[src/sv/hfts_pkg.sv]
// Shared types, constants and character helpers for the hex float text parser.
// Used by hfts_parser, hfts_pack and hex_float_text_to_single_core; no dependencies.
`timescale 1ns / 1ps
`default_nettype none

package hfts_pkg;

    localparam int MANT_W    = 32;
    localparam int SHIFT_W   = 10;
    localparam int EXP_MAG_W = 12;
    localparam int EXP_W     = 14;
    localparam int DIGIT_W   = 4;

    localparam logic signed [SHIFT_W-1:0] FIRST_SHIFT = 10'sd28;
    localparam logic signed [SHIFT_W-1:0] POINT_NONE  = 10'sd32;
    localparam logic signed [SHIFT_W-1:0] SHIFT_MIN   = 10'sh200;
    localparam logic signed [SHIFT_W-1:0] POINT_MAX   = 10'sd511;
    localparam logic signed [SHIFT_W-1:0] DIGIT_STEP  = 10'sd4;

    localparam logic signed [EXP_W-1:0] EXP_OFFSET = 14'sd24;
    localparam logic signed [EXP_W-1:0] BIAS       = 14'sd127;
    localparam logic signed [EXP_W-1:0] BE_MAX     = 14'sd255;

    localparam logic [MANT_W-1:0] TOP_BITS  = 32'he000_0000;
    localparam logic [MANT_W-1:0] ROUND_BIT = 32'h0000_0010;
    localparam logic [MANT_W-1:0] ROUND_ADD = 32'h0000_0020;
    localparam logic [31:0]       INF_BITS  = 32'h7f80_0000;

    localparam logic [7:0] CH_PLUS  = 8'h2b;
    localparam logic [7:0] CH_MINUS = 8'h2d;
    localparam logic [7:0] CH_POINT = 8'h2e;
    localparam logic [7:0] CH_ZERO  = 8'h30;
    localparam logic [7:0] CH_NINE  = 8'h39;
    localparam logic [7:0] CH_UP_A  = 8'h41;
    localparam logic [7:0] CH_UP_F  = 8'h46;
    localparam logic [7:0] CH_UP_P  = 8'h50;
    localparam logic [7:0] CH_UP_X  = 8'h58;
    localparam logic [7:0] CH_LO_A  = 8'h61;
    localparam logic [7:0] CH_LO_F  = 8'h66;
    localparam logic [7:0] CH_LO_P  = 8'h70;
    localparam logic [7:0] CH_LO_X  = 8'h78;
    localparam logic [7:0] CH_SPACE = 8'h20;
    localparam logic [7:0] CH_TAB   = 8'h09;
    localparam logic [7:0] CH_CR    = 8'h0d;

    typedef enum logic [7:0] {
        PH_START      = 8'b0000_0001,
        PH_AFTER_SIGN = 8'b0000_0010,
        PH_AFTER_ZERO = 8'b0000_0100,
        PH_MANT       = 8'b0000_1000,
        PH_EXP_START  = 8'b0001_0000,
        PH_EXP_DIGITS = 8'b0010_0000,
        PH_DONE       = 8'b0100_0000,
        PH_NOT_HEX    = 8'b1000_0000
    } phase_t;

    // Parse result handed from the parser to the packer.
    typedef struct packed {
        logic                       not_hex;
        logic                       negative;
        logic [MANT_W-1:0]          mant;
        logic signed [SHIFT_W-1:0]  point;
        logic [EXP_MAG_W-1:0]       exp_mag;
        logic                       exp_neg;
    } snap_t;

    // Bit 4 flags a hex digit, bits 3:0 hold its value.
    function automatic logic [DIGIT_W:0] hex_digit(input logic [7:0] c);
        logic [7:0] v;
        begin
            v = 8'd0;
            if (c >= CH_ZERO && c <= CH_NINE) begin
                v = c - CH_ZERO;
                hex_digit = {1'b1, v[DIGIT_W-1:0]};
            end else if (c >= CH_LO_A && c <= CH_LO_F) begin
                v = c - CH_LO_A + 8'd10;
                hex_digit = {1'b1, v[DIGIT_W-1:0]};
            end else if (c >= CH_UP_A && c <= CH_UP_F) begin
                v = c - CH_UP_A + 8'd10;
                hex_digit = {1'b1, v[DIGIT_W-1:0]};
            end else begin
                hex_digit = '0;
            end
        end
    endfunction

    function automatic logic is_blank(input logic [7:0] c);
        return (c == CH_SPACE) || (c >= CH_TAB && c <= CH_CR);
    endfunction

    function automatic logic is_dec(input logic [7:0] c);
        return (c >= CH_ZERO) && (c <= CH_NINE);
    endfunction

endpackage

`default_nettype wire

[src/sv/hfts_parser.sv]
// Character parser: phase machine, mantissa and exponent accumulators,
// and the registered parse result handed on at the last character. Uses hfts_pkg.
`timescale 1ns / 1ps
`default_nettype none

module hfts_parser #(
    parameter int EXP_SAT = 2047
) (
    input  wire                  aclk,
    input  wire                  aresetn,
    input  wire                  char_accept,
    input  wire [7:0]            char_code,
    input  wire                  last_char,
    input  wire                  snap_ready,
    output logic                 snap_valid,
    output hfts_pkg::snap_t      snap
);

    localparam logic [15:0] EXP_SAT_W = 16'(EXP_SAT);

    hfts_pkg::phase_t                              phase_reg, phase_next;
    logic                                          neg_reg, neg_next;
    logic [hfts_pkg::MANT_W-1:0]                   mant_reg, mant_next;
    logic signed [hfts_pkg::SHIFT_W-1:0]           shift_reg, shift_next;
    logic signed [hfts_pkg::SHIFT_W-1:0]           point_reg, point_next;
    logic                                          seen_reg, seen_next;
    logic [hfts_pkg::EXP_MAG_W-1:0]                mag_reg, mag_next;
    logic                                          eneg_reg, eneg_next;
    logic                                          snap_valid_reg, snap_valid_next;
    hfts_pkg::snap_t                               snap_reg, snap_next;

    logic [hfts_pkg::DIGIT_W:0]                    hex;
    logic [hfts_pkg::DIGIT_W-1:0]                  digit;
    logic signed [hfts_pkg::SHIFT_W:0]             point_up;
    logic [15:0]                                   mag_acc;
    logic [7:0]                                    dec_val;

    always_comb begin
        phase_next = phase_reg;
        neg_next   = neg_reg;
        mant_next  = mant_reg;
        shift_next = shift_reg;
        point_next = point_reg;
        seen_next  = seen_reg;
        mag_next   = mag_reg;
        eneg_next  = eneg_reg;

        hex      = hfts_pkg::hex_digit(char_code);
        digit    = hex[hfts_pkg::DIGIT_W-1:0];
        point_up = {point_reg[hfts_pkg::SHIFT_W-1], point_reg}
                   + {{(hfts_pkg::SHIFT_W-3){1'b0}}, 4'sd4};
        dec_val  = char_code - hfts_pkg::CH_ZERO;
        mag_acc  = 16'(mag_reg) * 16'd10 + {12'd0, dec_val[3:0]};

        unique case (phase_reg)
            hfts_pkg::PH_START: begin
                if (char_code == hfts_pkg::CH_MINUS || char_code == hfts_pkg::CH_PLUS) begin
                    neg_next   = (char_code == hfts_pkg::CH_MINUS);
                    phase_next = hfts_pkg::PH_AFTER_SIGN;
                end else if (char_code == hfts_pkg::CH_ZERO) begin
                    phase_next = hfts_pkg::PH_AFTER_ZERO;
                end else begin
                    phase_next = hfts_pkg::PH_NOT_HEX;
                end
            end
            hfts_pkg::PH_AFTER_SIGN: begin
                phase_next = (char_code == hfts_pkg::CH_ZERO) ? hfts_pkg::PH_AFTER_ZERO
                                                              : hfts_pkg::PH_NOT_HEX;
            end
            hfts_pkg::PH_AFTER_ZERO: begin
                phase_next = (char_code == hfts_pkg::CH_LO_X || char_code == hfts_pkg::CH_UP_X)
                             ? hfts_pkg::PH_MANT : hfts_pkg::PH_NOT_HEX;
            end
            hfts_pkg::PH_MANT: begin
                if (hex[hfts_pkg::DIGIT_W]) begin
                    // Leading zeros are dropped; past the point they still scale the value.
                    if (digit == '0 && shift_reg == hfts_pkg::FIRST_SHIFT) begin
                        if (seen_reg) begin
                            point_next = (point_up > 11'sd511) ? hfts_pkg::POINT_MAX
                                                               : point_up[hfts_pkg::SHIFT_W-1:0];
                        end
                    end else begin
                        if (!shift_reg[hfts_pkg::SHIFT_W-1]) begin
                            mant_next = mant_reg
                                        | ({28'd0, digit} << shift_reg[4:0]);
                        end
                        if (shift_reg != hfts_pkg::SHIFT_MIN) begin
                            shift_next = shift_reg - hfts_pkg::DIGIT_STEP;
                        end
                    end
                end else if (char_code == hfts_pkg::CH_POINT) begin
                    point_next = shift_reg;
                    seen_next  = 1'b1;
                end else if (char_code == hfts_pkg::CH_LO_P || char_code == hfts_pkg::CH_UP_P) begin
                    phase_next = hfts_pkg::PH_EXP_START;
                end else begin
                    phase_next = hfts_pkg::PH_DONE;
                end
            end
            hfts_pkg::PH_EXP_START: begin
                if (hfts_pkg::is_blank(char_code)) begin
                    phase_next = hfts_pkg::PH_EXP_START;
                end else if (char_code == hfts_pkg::CH_MINUS || char_code == hfts_pkg::CH_PLUS) begin
                    eneg_next  = (char_code == hfts_pkg::CH_MINUS);
                    phase_next = hfts_pkg::PH_EXP_DIGITS;
                end else if (hfts_pkg::is_dec(char_code)) begin
                    mag_next   = (mag_acc > EXP_SAT_W) ? EXP_SAT_W[hfts_pkg::EXP_MAG_W-1:0]
                                                       : mag_acc[hfts_pkg::EXP_MAG_W-1:0];
                    phase_next = hfts_pkg::PH_EXP_DIGITS;
                end else begin
                    phase_next = hfts_pkg::PH_DONE;
                end
            end
            hfts_pkg::PH_EXP_DIGITS: begin
                if (hfts_pkg::is_dec(char_code)) begin
                    mag_next = (mag_acc > EXP_SAT_W) ? EXP_SAT_W[hfts_pkg::EXP_MAG_W-1:0]
                                                     : mag_acc[hfts_pkg::EXP_MAG_W-1:0];
                end else begin
                    phase_next = hfts_pkg::PH_DONE;
                end
            end
            hfts_pkg::PH_DONE, hfts_pkg::PH_NOT_HEX: begin
                phase_next = phase_reg;
            end
            default: begin
                phase_next = hfts_pkg::PH_DONE;
            end
        endcase

        snap_next.not_hex  = (phase_next == hfts_pkg::PH_START)
                          || (phase_next == hfts_pkg::PH_AFTER_SIGN)
                          || (phase_next == hfts_pkg::PH_AFTER_ZERO)
                          || (phase_next == hfts_pkg::PH_NOT_HEX);
        snap_next.negative = neg_next;
        snap_next.mant     = mant_next;
        snap_next.point    = seen_next ? point_next : shift_next;
        snap_next.exp_mag  = mag_next;
        snap_next.exp_neg  = eneg_next;

        if (char_accept && last_char) begin
            snap_valid_next = 1'b1;
        end else if (snap_ready) begin
            snap_valid_next = 1'b0;
        end else begin
            snap_valid_next = snap_valid_reg;
        end
    end

    always_ff @(posedge aclk) begin
        if (!aresetn) begin
            phase_reg      <= hfts_pkg::PH_START;
            neg_reg        <= 1'b0;
            mant_reg       <= '0;
            shift_reg      <= hfts_pkg::FIRST_SHIFT;
            point_reg      <= hfts_pkg::POINT_NONE;
            seen_reg       <= 1'b0;
            mag_reg        <= '0;
            eneg_reg       <= 1'b0;
            snap_valid_reg <= 1'b0;
        end else begin
            snap_valid_reg <= snap_valid_next;
            if (char_accept) begin
                if (last_char) begin
                    // The string is finished: start over for the next literal.
                    phase_reg <= hfts_pkg::PH_START;
                    neg_reg   <= 1'b0;
                    mant_reg  <= '0;
                    shift_reg <= hfts_pkg::FIRST_SHIFT;
                    point_reg <= hfts_pkg::POINT_NONE;
                    seen_reg  <= 1'b0;
                    mag_reg   <= '0;
                    eneg_reg  <= 1'b0;
                end else begin
                    phase_reg <= phase_next;
                    neg_reg   <= neg_next;
                    mant_reg  <= mant_next;
                    shift_reg <= shift_next;
                    point_reg <= point_next;
                    seen_reg  <= seen_next;
                    mag_reg   <= mag_next;
                    eneg_reg  <= eneg_next;
                end
            end
        end
    end

    always_ff @(posedge aclk) begin
        if (char_accept && last_char) begin
            snap_reg <= snap_next;
        end
    end

    assign snap_valid = snap_valid_reg;
    assign snap       = snap_reg;

`ifndef NO_ASSERTIONS
    // The first kept digit always lands in the top nibble.
    a_mant_top: assert property (@(posedge aclk) disable iff (!aresetn)
        (mant_reg != '0) |-> (mant_reg[31:28] != 4'd0))
        else $error("mantissa accumulator lost its leading digit");

    a_restart: assert property (@(posedge aclk) disable iff (!aresetn)
        (char_accept && last_char) |=> (phase_reg == hfts_pkg::PH_START && snap_valid_reg))
        else $error("parser did not restart after the last character");
`endif

endmodule

`default_nettype wire

[src/sv/hfts_pack.sv]
// Normalize, round and pack one parse result into IEEE single bits,
// held in the output register. Uses hfts_pkg.
`timescale 1ns / 1ps
`default_nettype none

module hfts_pack (
    input  wire                  aclk,
    input  wire                  aresetn,
    input  wire                  snap_valid,
    input  hfts_pkg::snap_t      snap,
    output logic                 snap_ready,
    output logic                 m_tvalid,
    input  wire                  m_tready,
    output logic [39:0]          m_tdata    // value_bits[31:0], not_hex, out_of_range, zero pad
);

    logic                                 out_valid_reg, out_valid_next;
    logic [31:0]                          value_reg, value_next;
    logic                                 nothex_reg, nothex_next;
    logic                                 oor_reg, oor_next;

    logic [hfts_pkg::MANT_W-1:0]          norm_bits;
    logic [hfts_pkg::MANT_W-1:0]          rnd_bits;
    logic [hfts_pkg::MANT_W-1:0]          fin_bits;
    logic signed [hfts_pkg::EXP_W-1:0]    norm_shift;
    logic signed [hfts_pkg::EXP_W-1:0]    rnd_shift;
    logic signed [hfts_pkg::EXP_W-1:0]    exp_s;
    logic signed [hfts_pkg::EXP_W-1:0]    be;
    logic [31:0]                          sign_bit;

    always_comb begin
        // Bring the leading one down to bit 28.
        if (snap.mant[31]) begin
            norm_bits  = snap.mant >> 3;
            norm_shift = 14'sd3;
        end else if (snap.mant[30]) begin
            norm_bits  = snap.mant >> 2;
            norm_shift = 14'sd2;
        end else if (snap.mant[29]) begin
            norm_bits  = snap.mant >> 1;
            norm_shift = 14'sd1;
        end else begin
            norm_bits  = snap.mant;
            norm_shift = 14'sd0;
        end

        rnd_bits  = ((norm_bits & hfts_pkg::ROUND_BIT) != '0) ? norm_bits + hfts_pkg::ROUND_ADD
                                                               : norm_bits;
        if ((rnd_bits & hfts_pkg::TOP_BITS) != '0) begin
            fin_bits  = rnd_bits >> 1;
            rnd_shift = 14'sd1;
        end else begin
            fin_bits  = rnd_bits;
            rnd_shift = 14'sd0;
        end

        exp_s = snap.exp_neg ? -$signed({2'b00, snap.exp_mag}) : $signed({2'b00, snap.exp_mag});
        be    = exp_s - {{(hfts_pkg::EXP_W-hfts_pkg::SHIFT_W){snap.point[hfts_pkg::SHIFT_W-1]}},
                         snap.point}
                + hfts_pkg::EXP_OFFSET + hfts_pkg::BIAS + norm_shift + rnd_shift;

        sign_bit    = {snap.negative, 31'd0};
        nothex_next = snap.not_hex;
        oor_next    = 1'b0;
        value_next  = 32'd0;
        if (!snap.not_hex && snap.mant != '0) begin
            if (be >= hfts_pkg::BE_MAX) begin
                value_next = sign_bit | hfts_pkg::INF_BITS;
                oor_next   = 1'b1;
            end else if (be <= 14'sd0) begin
                value_next = sign_bit;
                oor_next   = 1'b1;
            end else begin
                value_next = sign_bit | {1'b0, be[7:0], fin_bits[27:5]};
            end
        end

        if (snap_valid && snap_ready) begin
            out_valid_next = 1'b1;
        end else if (m_tready) begin
            out_valid_next = 1'b0;
        end else begin
            out_valid_next = out_valid_reg;
        end
    end

    assign snap_ready = !out_valid_reg || m_tready;

    always_ff @(posedge aclk) begin
        if (!aresetn) begin
            out_valid_reg <= 1'b0;
        end else begin
            out_valid_reg <= out_valid_next;
        end
    end

    always_ff @(posedge aclk) begin
        if (snap_valid && snap_ready) begin
            value_reg  <= value_next;
            nothex_reg <= nothex_next;
            oor_reg    <= oor_next;
        end
    end

    assign m_tvalid = out_valid_reg;
    assign m_tdata  = {6'd0, oor_reg, nothex_reg, value_reg};

`ifndef NO_ASSERTIONS
    a_nothex_zero: assert property (@(posedge aclk) disable iff (!aresetn)
        (out_valid_reg && nothex_reg) |-> (value_reg == 32'd0 && !oor_reg))
        else $error("text without a prefix produced a nonzero word");

    a_oor_value: assert property (@(posedge aclk) disable iff (!aresetn)
        (out_valid_reg && oor_reg) |->
            (value_reg[30:0] == hfts_pkg::INF_BITS[30:0] || value_reg[30:0] == 31'd0))
        else $error("out of range word is neither infinity nor zero");
`endif

endmodule

`default_nettype wire

[src/sv/hex_float_text_to_single_core.sv]
// Top level: hex float text to IEEE single converter built from hfts_parser
// and hfts_pack. Uses hfts_pkg.
`timescale 1ns / 1ps
`default_nettype none

// Accepts one character word per clock on the s_ stream unless the output
// stalls, s_tlast marking the final character of a literal such as -0x1.8p3.
// Every character is consumed in the cycle it is accepted by the parser's phase
// machine and accumulators; the final character also loads a result register,
// and the pack stage turns that into a single-precision word in the output
// register, which drives m_. Literals may follow each other with no gap while
// the output is not stalled. Exponent digits saturate at EXP_SAT.
module hex_float_text_to_single_core #(
    parameter int EXP_SAT = 2047
) (
    input  wire          aclk,
    input  wire          aresetn,
    input  wire          s_tvalid,
    output logic         s_tready,
    input  wire  [7:0]   s_tdata,   // char_code[7:0]
    input  wire          s_tlast,   // last_char
    output logic         m_tvalid,
    input  wire          m_tready,
    output logic [39:0]  m_tdata    // value_bits[31:0], not_hex, out_of_range, zero pad
);

    logic            char_accept;
    logic            snap_valid;
    logic            snap_ready;
    hfts_pkg::snap_t snap;

    assign s_tready    = !snap_valid || snap_ready;
    assign char_accept = s_tvalid && s_tready;

    hfts_parser #(
        .EXP_SAT (EXP_SAT)
    ) u_parser (
        .aclk        (aclk),
        .aresetn     (aresetn),
        .char_accept (char_accept),
        .char_code   (s_tdata),
        .last_char   (s_tlast),
        .snap_ready  (snap_ready),
        .snap_valid  (snap_valid),
        .snap        (snap)
    );

    hfts_pack u_pack (
        .aclk       (aclk),
        .aresetn    (aresetn),
        .snap_valid (snap_valid),
        .snap       (snap),
        .snap_ready (snap_ready),
        .m_tvalid   (m_tvalid),
        .m_tready   (m_tready),
        .m_tdata    (m_tdata)
    );

endmodule

`default_nettype wire

[config.mk]
export PLATFORM = sky130hd
export DESIGN_NAME = hex_float_text_to_single_core
export DESIGN_NICKNAME = d
export VERILOG_FILES = /design/src/sv/hfts_pkg.sv /design/src/sv/hfts_parser.sv /design/src/sv/hfts_pack.sv /design/src/sv/hex_float_text_to_single_core.sv
export SDC_FILE = /design/constraint.sdc
export NUM_CORES = 1
export LEC_CHECK = 0
export ABC_AREA = 1
export BUFFER_PORTS_ARGS = -buffer_cell sky130_fd_sc_hd__buf_2
export CAP_MARGIN = 20
export CORE_MARGIN = 10
export CORE_UTILIZATION = 57
export DETAILED_ROUTE_END_ITERATION = 12
export GPL_TIMING_DRIVEN = 0
export PLACE_DENSITY = 0.82
export SYNTH_ARGS = -nofsm -noshare
export SYNTH_HDL_FRONTEND = slang
export SYNTH_SLANG_ARGS = --single-unit
export TNS_END_PERCENT = 20
[constraint.sdc]
create_clock -name aclk -period 4.9 [get_ports aclk]
set_input_delay 0.735 -clock aclk [delete_from_list [all_inputs] [get_ports aclk]]
set_output_delay 0.735 -clock aclk [all_outputs]
set_load 0.03 [all_outputs]
# Word level (Yosys, flattened, before mapping)
# Cells that the tools add are included.
# word_totals
regBits	168
latch_bits	0
ramBits	0
rom_bits	0
out_inout_bits	42
word_cells	171
mem_count	0
# classes
add_sub_neg	15
multipliers	1
div_mod_pow	0
n_lt_le_gt_ge	12
n_eq_ne	23
n_shift	1
n_mux	68
n_bitwise	3
reduce_logical	28
# op_table
cell	count
32-bit 2-to-1 mux	8
10-bit 2-to-1 mux	13
29-bit 2-to-1 mux	3
8-bit 2-to-1 mux	9
32-bit nonzero test	2
12-bit 2-to-1 mux	5
8-bit case mux with 7 select lines	1
8-bit by 6-bit == test with 1-bit output, second input constant	6
8-bit by 7-bit == test with 1-bit output, second input constant	5
32-bit by 6-bit adder with 32-bit output, second input constant	1
32-bit by 31-bit bitwise OR with 32-bit output	1
32-bit bitwise OR	1
4-bit by 5-bit left shift with 32-bit output	1
28-bit 2-to-1 mux	1
12-bit case mux with 2 select lines	1
1-bit 2-to-1 mux	19
16-bit by 4-bit adder with 16-bit output	1
8-bit by 1-bit == test with 1-bit output, second input constant	2
8-bit by 2-bit == test with 1-bit output, second input constant	2
8-bit by 3-bit == test with 1-bit output, second input constant	2
8-bit == test, second input constant	2
8-bit by 7-bit greater-or-equal comparator with 1-bit output, second input constant	2
16-bit by 11-bit > comparator with 1-bit output, second input constant	1
8-bit by 7-bit <= comparator with 1-bit output, second input constant	2
34 further kinds	60

# Depth between registers and ports, before layout
# depth
word_depth	12
mapped_depth	36
ltp_nobuf	35

# Cells and area by module
# A second synthesis with hierarchy kept.
# hier_totals
hier_cells	1843
area_unflattened_um2	12583.3
# modules_own_cells
mod	instances	cells_per_inst	area_per_inst_um2	seq_area_each_um2
hfts_parser	1	1003	7673.6	3193.1
hfts_pack	1	836	4889.7	1041.0
hex_float_text_to_single_core	1	4	20.0	0.0

# Worst setup path after synthesis
# OpenSTA, ideal clock, no wires.
# synth_path
path_kind	register to register
from	reg u_parser.snap_reg (netlist bit u_parser.snap[53])
to	reg u_pack.value_reg[21] (data pin)
arrival_time_ns	4.507
path_slack_ns	0.140
path_stages_with_launch	36
path_buffers	2
period_less_slack_ns	4.760
cell_sequence	edfxtp_1 inv_2 nand2_2 inv_2 buf_6 nand2_1 nand3_1 o21ai_1 inv_1 ha_1 inv_1 nor3_1 nand2_2 nor2_4 inv_2 nor2_2 nand2_1 nor3_2 nand3_1 nor3_2 fa_1 ha_1 inv_1 fa_1 o21ai_2 nand2_1 o211ai_2 nand3_1 nand2_1 xor2_1 nand2_1 nor2_1 nand3_1 nand4_2 buf_4 nor2_1
# synth_between
elab_chain_len	9
elab_cells_between_ends	18
# synth_rtl
element	line	source
from (decl)	hfts_parser.sv:30	hfts_pkg::snap_t snap_reg, snap_next;
from (signal assigned)	hfts_parser.sv:189	snap_reg <= snap_next;
29-bit 2-to-1 mux	hfts_pack.sv:36	end else if (snap.mant[30]) begin
29-bit 2-to-1 mux	hfts_pack.sv:33	if (snap.mant[31]) begin
32-bit by 6-bit adder with 32-bit output	hfts_pack.sv:47	rnd_bits = ((norm_bits & hfts_pkg::ROUND_BIT) != '0) ? norm_bits + hfts_pkg::ROUND_ADD
32-bit 2-to-1 mux	hfts_pack.sv:47	
32-bit nonzero test	hfts_pack.sv:49	if ((rnd_bits & hfts_pkg::TOP_BITS) != '0) begin
1-bit 2-to-1 mux	hfts_pack.sv:49	
14-bit by 1-bit adder with 14-bit output	hfts_pack.sv:60	+ hfts_pkg::EXP_OFFSET + hfts_pkg::BIAS + norm_shift + rnd_shift;
14-bit by 1-bit <= comparator with 1-bit output or 14-bit by 9-bit greater-or-equal comparator with 1-bit output (tied branches)	hfts_pack.sv:70, hfts_pack.sv:67	
3-bit OR reduction (no source line)	n/a	
to (signal assigned)	hfts_pack.sv:99	value_reg <= value_next;
to (decl)	hfts_pack.sv:18	logic [31:0] value_reg, value_next;
# Parallel ways exist; a longest one is shown, timed or not.
# A chain may end at the register's enable or synchronous reset.

# Final worst setup path
# layout_path
from	reg u_parser.snap_reg (netlist bit u_parser.snap[53])
to	reg u_pack.value_reg[14] (data pin)
# Same word-level chain as after synthesis.

==> results.toml <==
[routing]
drc = 0
wl_per_cell_microns = 15.14
num_vias = 11160
ant_nets = 0
routed_via_density = 5.549
drtIter0Drc = 1172
firstDrtPassIters = 6
wl_microns = 30460

[pwr]
p_per_area_nw_per_um2 = 245.6
switching_share_pct = 28.85
clockPowerShare_pct = 38.2
peakVddDrop_mv = 0.2548
leakage_nw = 5.911
power_frac_comb_pct = 15.2
p_sw_mw = 0.9398
power.internal_mw = 2.317
power_mw = 3.257
p_seq_share_pct = 46.6

[synthesis]
ys_seq_elements = 166
synth_edf_count = 91
yosysUniqueCellTypes = 53
syn_avg_cell_area_sq_um = 7.136
syn_inst = 1629
ys_warn_count = 0
synth_flop_cell = "edfxtp_1"
syn_area_sq_um = 11620
ys_seq_area_share_pct = 36.42
synthArstFlopShare_pct = 0

[layout]
nets = 1806
nFillCells = 1693
largest_register_ff_count = 57
ff_latch_area_sq_um = 4234
finalNonFillerCells = 2012
layout_commonest_cell = "nand2_1"
multi_input_area_sq_um = 6490
area_growth_pct = 14.09
drive_gt1_share_pct = 14.75
layout_common_cells = "nand2_1, inv_1, nor2_1"
antenna_cells = 0

[global_route]
grt_max_degree = 39
grt_pass1_vias = 10090
track_usage_pct = 21.98
antenna_found_initial = 0
grt_pass1_wl_microns = 48490
grt-ovfl-total = 0

[critical_path]
r2r_start = "u_parser.snap[53]$_DFFE_PP_"
crit_start = "u_parser.snap[53]$_DFFE_PP_"
cp-end-kind = "flip-flop"
path_common_cell = "inv_2"
cp_max_fo = 8
slowest_stage = "edfxtp_1"
slowest_delay_ns = 0.49
critPathKind = "reg2reg"
cp.buffers_inverters = 9
worst_path_dominant_cell_family = "simple AND/OR/NAND/NOR gates"
critPathLaunchType = "flip-flop"
cp.required_ns = 5.09
cp.arrival_ns = 4.99

[hold_path]
min_from = "u_parser.snap[56]$_DFFE_PP_"
hold_class = "reg2reg"

[sta]
hold_viol_final = 0
period_share_pct = 98.05
finalSetupViolCount = 0
tightest_slew_ns = 0.7394
skew_ns = 0.01529
maxSlewHeadroom_pct = 50.59
maxSlewViolCount = 0
max_freq_mhz = 208.1
fin_crit_ns = 4.805
hold-worst-slack_ns = 0.4669
rsz0062_at_grt = "yes"

[outcome]
outcome = "finished clean"

[floorplanning]
die_w_microns = 162.8
core_area_sq_um = 20170
pin_count = 55
row_count = 52
start_util_pct = 57.64
die_h_microns = 162.8
dieArea_sq_um = 26510

[run]
cap_violations = 0

[clock_tree]
clkSinkCount = 166
hold_buffers = 0
clk_latency_ns = 0.44
h-tree-depth = 4
cts_inserted_buffers = 17
path_clk_slew_ns = 0.07
cts_buffer_depth = 2
root_buffer = "clkbuf_16"
cts_tree = "built"

[place]
dp.cells = 1954
io_buffers = 48
gp_congestion = 0.9946
place_hpwl_microns = 22490
-- stage by stage --
stage,worst slack [ns],area [sq um],setup TNS (ns),utilization (%)
CTS,-0.002355,13080,-0.004011,64.86
detailed placement,-0.5118,12280,-13.00,60.89
finish,0.09548,13260,0,65.76
global placement,-1.375,12220,-77.22,60.60
global route,-0.1854,13260,-4.074,65.76
floorplan,0.1399,11640,0,-
-- cell type report --
type                    instances  share of cell area, %
plain buffers                  53                  2.368
repair buffers                 77                  3.783
well taps                     270                  2.547
clock inverters                15                 0.8774
clock buffers                  17                  3.208
multi-input cells            1190                  48.93
flip-flops and latches        166                  31.92
inverters                     224                  6.359
-- kinds of logic (layout without fill, tap and decap cells) --
logic type,after synthesis,count (layout),synth area share (%)
simple gates,789,789,29.66
compound gates,286,286,13.29
buf+inv,278,386,9.913
flops,166,166,36.42
fa+ha+maj,64,64,7.211
xor+xnor,44,44,3.380
other cells,1,6,0.03226
mux,1,1,0.08611
-- routing by layer --
layer | vias up | track usage [%] | share of wire, %
li1 | 5559 | - | -
met1 | 5057 | 29.48 | 44
met2 | 484 | 35.65 | 47
met3 | 64 | 3.868 | 7.6
met4 | 0 | 6.189 | 2.1
met5 | - | 0 | 0
-- power groups by stage --
stage                     Clock, mW  Sequential, mW  Combinational [mW]
after global routing           1.31            1.52               0.548
after floorplan                   0            1.56               0.321
after global placement            0            1.55               0.425
after CTS                      1.25            1.52               0.465
after detailed placement          0            1.55               0.441
final                          1.24            1.52               0.495
-- worst reg2reg max path, delay by kind of cell (launching register included) --
family | cells | cell delay [ns]
xor gates and xnor gates | 1 | 0.17
DFF | 1 | 0.49
buffers and inverters | 9 | 0.84
adders and majority gates | 4 | 1.02
and+or+nand+nor | 18 | 2.00
AOI/OAI and AO/OA | 1 | 0.07
-- final timing paths --
kind,to,slack [ns],cells after the start
setup / recovery,u_pack.value_reg[14]$_SDFFCE_PP0P_,0.1,33
hold / removal,u_pack.nothex_reg$_DFFE_PP_,0.47,0
setup reg to reg,u_pack.value_reg[14]$_SDFFCE_PP0P_,0.1,33
hold reg to reg,u_pack.nothex_reg$_DFFE_PP_,0.47,0
-- synthesized netlist by cell type (all sizes together), types with 7 or more instances --
| library cell | count | area [sq um] |
|---|---|---|
| edfxtp | 91 | 2733 |
| nand3 | 110 | 555.5 |
| ha | 59 | 738.2 |
| nor4 | 17 | 133.9 |
| or2 | 7 | 43.79 |
| xnor2 | 14 | 130.1 |
| buf | 30 | 221.5 |
| nand4 | 22 | 143.9 |
| nand2 | 382 | 1456 |
| nor2 | 209 | 847.1 |
| nor3 | 32 | 191.4 |
| inv | 222 | 833.3 |
| a31oi | 7 | 43.79 |
| clkbuf | 24 | 90.09 |
| o211ai | 7 | 57.55 |
| o21ai | 127 | 673.2 |
| a21oi | 129 | 645.6 |
| dfxtp | 75 | 1501 |
| xor2 | 30 | 262.8 |
-- what timing repair did --
action | 4_1_cts | 5_1_grt
endpoints found under the setup margin | 31 | 32
cloned | 2 | 0
resized for setup | 34 | 38
setup buffers | 18 | 7
pin swaps | 22 | 18
No activity file was read; power rests on OpenSTA's default activity.
